==> src/rtl/yaz0_pkg.sv <==
// Shared types, codes and constants of the Yaz0 decompressor.
package yaz0_pkg;

    localparam int OUT_LANES  = 8;
    localparam int WIN_AW     = 12;
    localparam int WIN_DEPTH  = 1 << WIN_AW;
    localparam int SIZE_W     = 24;
    localparam int LEN_W      = 9;
    localparam int CNT_W      = 4;
    localparam logic [LEN_W-1:0] LONG_BIAS = 9'h012;
    localparam logic [LEN_W-1:0] SHORT_BIAS = 9'd2;
    localparam int TOP_FLAG   = 7;

    typedef struct packed {
        logic [7:0] in_byte;
        logic       stream_start;
    } in_word_t;

    typedef struct packed {
        logic [8*OUT_LANES-1:0] out_data;
        logic [CNT_W-1:0]       out_count;
        logic                   run_last;
        logic                   stream_done;
    } out_word_t;

    typedef enum logic [1:0] {
        PH_FLAG,
        PH_TOKEN,
        PH_SECOND,
        PH_LENGTH
    } phase_t;

    typedef enum logic {
        ST_IDLE,
        ST_COPY
    } ctrl_state_t;

    typedef enum logic [2:0] {
        OP_NONE,
        OP_LIT,
        OP_HEAD,
        OP_SECOND,
        OP_LENGTH
    } op_t;

    typedef struct packed {
        logic       start;
        op_t        op;
        logic [7:0] data;
    } dp_cmd_t;

    typedef struct packed {
        logic complete;
        logic size_zero;
        logic nib_nz;
        logic busy;
    } dp_stat_t;

endpackage

==> src/rtl/yaz0_ctrl.sv <==
// Token parser and sequencing state machine of the Yaz0 decompressor.
module yaz0_ctrl (
    input  logic              clk,
    input  logic              rst_n,
    input  logic              in_valid,
    output logic              in_ready,
    input  yaz0_pkg::in_word_t in_word,
    input  yaz0_pkg::dp_stat_t stat,
    output yaz0_pkg::dp_cmd_t  cmd
);
    import yaz0_pkg::*;

    ctrl_state_t state_reg, state_next;
    phase_t      phase_reg, phase_next;
    logic [7:0]  flag_reg, flag_next;
    logic [3:0]  left_reg, left_next;

    logic        accept;
    logic        start;
    phase_t      ph_eff;
    logic [7:0]  flg_eff;
    logic [3:0]  left_eff;
    logic        cpl_eff;

    // Resolve the view of parser state after a stream start
    always_comb
    begin
        accept   = in_valid & (state_reg == ST_IDLE);
        start    = accept & in_word.stream_start;
        ph_eff   = start ? PH_FLAG : phase_reg;
        flg_eff  = start ? 8'd0 : flag_reg;
        left_eff = start ? 4'd0 : left_reg;
        cpl_eff  = start ? stat.size_zero : stat.complete;
    end

    // Next state and parser registers
    always_comb
    begin
        state_next = state_reg;
        phase_next = ph_eff;
        flag_next  = flg_eff;
        left_next  = left_eff;
        unique case (state_reg)
            ST_IDLE:
            begin
                if (accept && !cpl_eff)
                begin
                    unique case (ph_eff)
                        PH_FLAG:
                        begin
                            flag_next  = in_word.in_byte;
                            left_next  = 4'd8;
                            phase_next = PH_TOKEN;
                        end
                        PH_TOKEN:
                        begin
                            if (flg_eff[TOP_FLAG])
                            begin
                                state_next = ST_COPY;
                                flag_next  = {flg_eff[6:0], 1'b0};
                                left_next  = left_eff - 4'd1;
                                phase_next = (left_eff != 4'd1) ? PH_TOKEN : PH_FLAG;
                            end
                            else
                            begin
                                phase_next = PH_SECOND;
                            end
                        end
                        PH_SECOND:
                        begin
                            if (stat.nib_nz)
                            begin
                                state_next = ST_COPY;
                                flag_next  = {flg_eff[6:0], 1'b0};
                                left_next  = left_eff - 4'd1;
                                phase_next = (left_eff != 4'd1) ? PH_TOKEN : PH_FLAG;
                            end
                            else
                            begin
                                phase_next = PH_LENGTH;
                            end
                        end
                        PH_LENGTH:
                        begin
                            state_next = ST_COPY;
                            flag_next  = {flg_eff[6:0], 1'b0};
                            left_next  = left_eff - 4'd1;
                            phase_next = (left_eff != 4'd1) ? PH_TOKEN : PH_FLAG;
                        end
                        default:
                        begin
                            phase_next = PH_FLAG;
                        end
                    endcase
                end
            end
            ST_COPY:
            begin
                if (!stat.busy)
                begin
                    state_next = ST_IDLE;
                end
            end
            default:
            begin
                state_next = ST_IDLE;
            end
        endcase
    end

    // Drive handshake and datapath command
    always_comb
    begin
        in_ready = (state_reg == ST_IDLE);
        cmd.start = start;
        cmd.data  = in_word.in_byte;
        cmd.op    = OP_NONE;
        if (accept && !cpl_eff)
        begin
            unique case (ph_eff)
                PH_FLAG:   cmd.op = OP_NONE;
                PH_TOKEN:  cmd.op = flg_eff[TOP_FLAG] ? OP_LIT : OP_HEAD;
                PH_SECOND: cmd.op = OP_SECOND;
                PH_LENGTH: cmd.op = OP_LENGTH;
                default:   cmd.op = OP_NONE;
            endcase
        end
    end

    always_ff @(posedge clk or negedge rst_n)
    begin
        if (!rst_n)
        begin
            state_reg <= ST_IDLE;
            phase_reg <= PH_FLAG;
            flag_reg  <= '0;
            left_reg  <= '0;
        end
        else
        begin
            state_reg <= state_next;
            phase_reg <= phase_next;
            flag_reg  <= flag_next;
            left_reg  <= left_next;
        end
    end

endmodule

==> config.mk <==
export PLATFORM = sky130hd
export DESIGN_NAME = yaz0_ctrl
export DESIGN_NICKNAME = d
export VERILOG_FILES = /design/src/rtl/yaz0_pkg.sv /design/src/rtl/yaz0_ctrl.sv
export SDC_FILE = /design/constraint.sdc
export NUM_CORES = 1
export LEC_CHECK = 0
export BUFFER_PORTS_ARGS = -buffer_cell sky130_fd_sc_hd__buf_2
export CORE_MARGIN = 2
export CORE_UTILIZATION = 40
export CTS_CLUSTER_SIZE = 24
export DETAILED_ROUTE_END_ITERATION = 7
export GPL_TIMING_DRIVEN = 0
export SLEW_MARGIN = 0
export SYNTH_ARGS = -nofsm -noshare
export SYNTH_HDL_FRONTEND = slang
export SYNTH_SLANG_ARGS = --single-unit
==> constraint.sdc <==
create_clock -name clk -period 2.2 [get_ports clk]
set_input_delay 0.22 -clock clk [delete_from_list [all_inputs] [get_ports clk]]
set_output_delay 0.22 -clock clk [all_outputs]
set_load 0.1 [all_outputs]
-- Word level (Yosys, flattened, before mapping)
Index checks and enable logic that the tools add are counted.
- multiplexer cells: 29
- add/sub/neg operators: 1
- bitwise operators: 3
- reductions and logical operators: 3
- eq/ne operators: 4
- operators by type and width (kind ; number):
    8-bit 2-to-1 mux ; 5
    8-bit case mux with 4 select lines ; 1
    4-bit 2-to-1 mux ; 5
    4-bit case mux with 4 select lines ; 1
    2-bit 2-to-1 mux ; 6
    3-bit case mux with 4 select lines ; 1
    2-bit case mux with 4 select lines ; 1
    1-bit 2-to-1 mux ; 6
    2-bit equality test, second input constant ; 2
    4-bit by 1-bit inequality test with 1-bit output, second input constant ; 1
    4-bit by 1-bit subtractor with 4-bit output, second input constant ; 1
    3-bit 2-to-1 mux ; 1
    1-bit case mux with 3 select lines ; 1
    1-bit AND ; 2
    2-bit by 1-bit equality test with 1-bit output, second input constant ; 1
    2-bit logical NOT ; 1
    1-bit case mux with 2 select lines ; 1
    1-bit logical AND ; 1
    1-bit logical NOT ; 1
    1-bit inverter ; 1
- bits in registers: 15
- bits of input ports: 16

-- Depth between registers and ports, before layout
- depth in word-level cells: 10
- gate-level depth with buffers: 7
- depth with buffers taken out: 6

-- Least setup slack after synthesis
No wires, ideal clock.
- kind: flip-flop to output port
- from: reg state_reg
- to: out cmd[8] (netlist name)
- path slack: -420 ps
- stages on the path, launching flop included: 3
- required time: 1980 ps
- data arrival time: 2400 ps
- cells stage by stage: dfrtp_1 or4b_4 a21oi_1
- RTL lines (item ; line ; source):
    start: declaration ; yaz0_ctrl.sv:13 ; ctrl_state_t state_reg, state_next;
    start signal: assignment ; yaz0_ctrl.sv:141 ; state_reg <= state_next;
    end: declaration ; yaz0_ctrl.sv:9 ; output yaz0_pkg::dp_cmd_t cmd

==> impl_metrics.tcl <==
set metrics [dict create \
    crit_slowest_cell "or4b_4" \
    cp.arrival_ns 1.83 \
    dr_wl_met2_um 1100 \
    p_leak_nw 0.578 \
    largest_reg_flops 8 \
    drt_iter0_drc 11 \
    clk_pin_slew_ns 0.10 \
    synth.distinct_cells 33 \
    core_sq_mm 0.00225 \
    synth_warnings 0 \
    num_vias 925 \
    yosysMostFrequentCell "dfrtp_1" \
    rsz0062_at_grt "no" \
    die_area_sq_mm 0.00282 \
    syn_area_sq_um 963 \
    dr_wl_met3_um 102 \
    ys_ff_latch 15 \
    worstSetupEndpointType "primary output" \
    start_util 0.427 \
    cts_made_buffers 3 \
    wl_per_cell_um 13.1 \
    synth_area_leaders "dfrtp_1, buf_4, nand2_1, o221ai_1, a21oi_1" \
    syn-instance-count 112 \
    drt-total-wl_um 2260 \
    worstPathMaxFanout 5 \
    dpl.hpwl_um 1670 \
    io_buffers 28 \
    tightestPinTransition_ns 0.793 \
    nets 163 \
    crit_type "reg -> out" \
    synth_commonest_cells "dfrtp_1, nand2_1, buf_4, inv_1" \
    fmax_mhz 489 \
    setup_slack_ns 0.154 \
    crit_chain "or4b_4 -> a21oi_1 -> buf_2" \
    fin_worst_skew_ns 0.00574 \
    avgViaCountPerCell 5.35 \
    clk_latency_ns 0.28 \
    cts_root_buf "clkbuf_4" \
    status "finished clean" \
    synth_edf_count 0 \
    path_buf_inv 1 \
    relSlewSlack 0.469 \
    ir_worst_vdd_mv 0.416 \
    synthArstFlopShare 1.00 \
    grt_max_degree 16 \
    gr-total-overflow 0 \
    ys.flop_type "dfrtp_1" \
    ant_nets 0 \
    fin_crit_ns 2.05 \
    grt_antenna_before_repair 0 \
    clockBufferDepth 2 \
    drive_gt1_frac 0.317 \
    die-width_um 53.1 \
    cap_violations 0 \
    finalHoldViolCount 0 \
    grtUsageTotal 0.191 \
    p_per_area_mw_per_mm2 768 \
    max_stage_delay_ns 0.55 \
    report.final.slew_viol_count 0 \
    grt_pass1_vias 865 \
    pre_cts_ws_ns 0.208 \
    cp_top_family "simple AND/OR/NAND/NOR gates" \
    place_congestion 0.803 \
    syn_avg_cell_area_sq_um 8.60 \
    required_ns 1.98 \
    fp.dieH_um 53.1 \
    finalSetupViolations 0 \
    hold_class "in -> reg" \
    synth_top_area_share 0.390 \
    synth_top_area_cell "dfrtp_1" \
    synthToLayoutAreaGrowth_pct 22.5 \
    yosysSeqAreaShare 0.390 \
    cts_tree "yes" \
    ios 29 \
    grt_pass1_wl_um 3800 \
    synth_nets 129 \
    h-tree-depth 1 \
    top_layer "met4" \
    hold_slack_ns 0.133 \
    post_cts_buffers 0 \
    dr.pass1.iters 4 \
    route.detailed.drc 0 \
    wl_met1_um 1020 \
    diodes 0 \
    fin_crit_sh 0.930 \
    rows 17 \
    cts_sinks 15 \
    cp-start-kind "flop" \
]
-- routing by layer --
layer,vias up,global-route usage
li1,461,-
met4,0,0.115
met3,4,0.0254
met2,28,0.317
met1,432,0.234
met5,-,0
-- final cells by class --
class                      count  area (sq um)
sequential                    15           375
tap                           28          35.0
multi-input combinational     76           474
clock buffer                   4          26.3
buffer                        12          80.1
inverter                       9          33.8
fill                         249          1070
timing repair buffer          29           155
-- logic make-up after synthesis --
family / share of synthesized area
simple gates: 0.255
compound gates: 0.214
buf+inv: 0.118
flops: 0.390
mux: 0.0104
fa+ha+maj: 0.0130
-- final timing paths --
| check | start | to | slack [ns] | cells after the start |
|---|---|---|---|---|
| max | state_reg$_DFF_PN0_ | cmd[8] | 0.15 | 3 |
| min | stat[0] | state_reg$_DFF_PN0_ | 0.13 | 2 |
| max reg2reg | state_reg$_DFF_PN0_ | phase_reg[0]$_DFF_PN0_ | 0.22 | 7 |
| min reg2reg | flag_reg[4]$_DFF_PN0_ | flag_reg[5]$_DFF_PN0_ | 0.52 | 2 |
| max in group asynchronous | rst_n | left_reg[2]$_DFF_PN0_ | 1.57 | 2 |
| min in group asynchronous | rst_n | flag_reg[0]$_DFF_PN0_ | 0.36 | 2 |
-- stage by stage --
stage	utilization	total power, W	cell area (sq um)	setup TNS, ns	std cells
6_report	0.523	0.000907	1180	0	173
5_1_grt	0.523	0.000976	1180	0	173
3_5_place_dp	0.505	0.000749	1140	0	168
2_1_floorplan	-	0.000663	963	-1.06	112
4_1_cts	0.522	0.000914	1180	0	173
3_3_place_gp	0.505	0.000744	1140	0	168
-- where the power goes --
| group | internal [W] | total (W) | switching [W] |
|---|---|---|---|
| registers | 0.000330 | 0.000373 | 0.0000430 |
| clock network | 0.0000704 | 0.000162 | 0.0000916 |
| logic | 0.000123 | 0.000372 | 0.000249 |
| total | 0.000523 | 0.000907 | 0.000384 |
-- cell usage in the layout (no fill, tap or decap), types with 3 or more instances in the layout --
cell / n
a21oi_1: 8
buf_2: 27
buf_4: 10
clkbuf_1: 3
clkbuf_4: 4
dfrtp_1: 15
inv_1: 9
nand2_1: 14
nand3_1: 8
nor2_1: 7
o211ai_1: 3
o21ai_0: 4
o221ai_1: 5
-- what timing repair did --
item / CTS / global route
resized for setup: 1 / 1
endpoints found under the hold margin: 15 / 0
hold buffers: 1 / 0
endpoints found under the setup margin: 1 / 1
(Power assumes the default switching activity.)
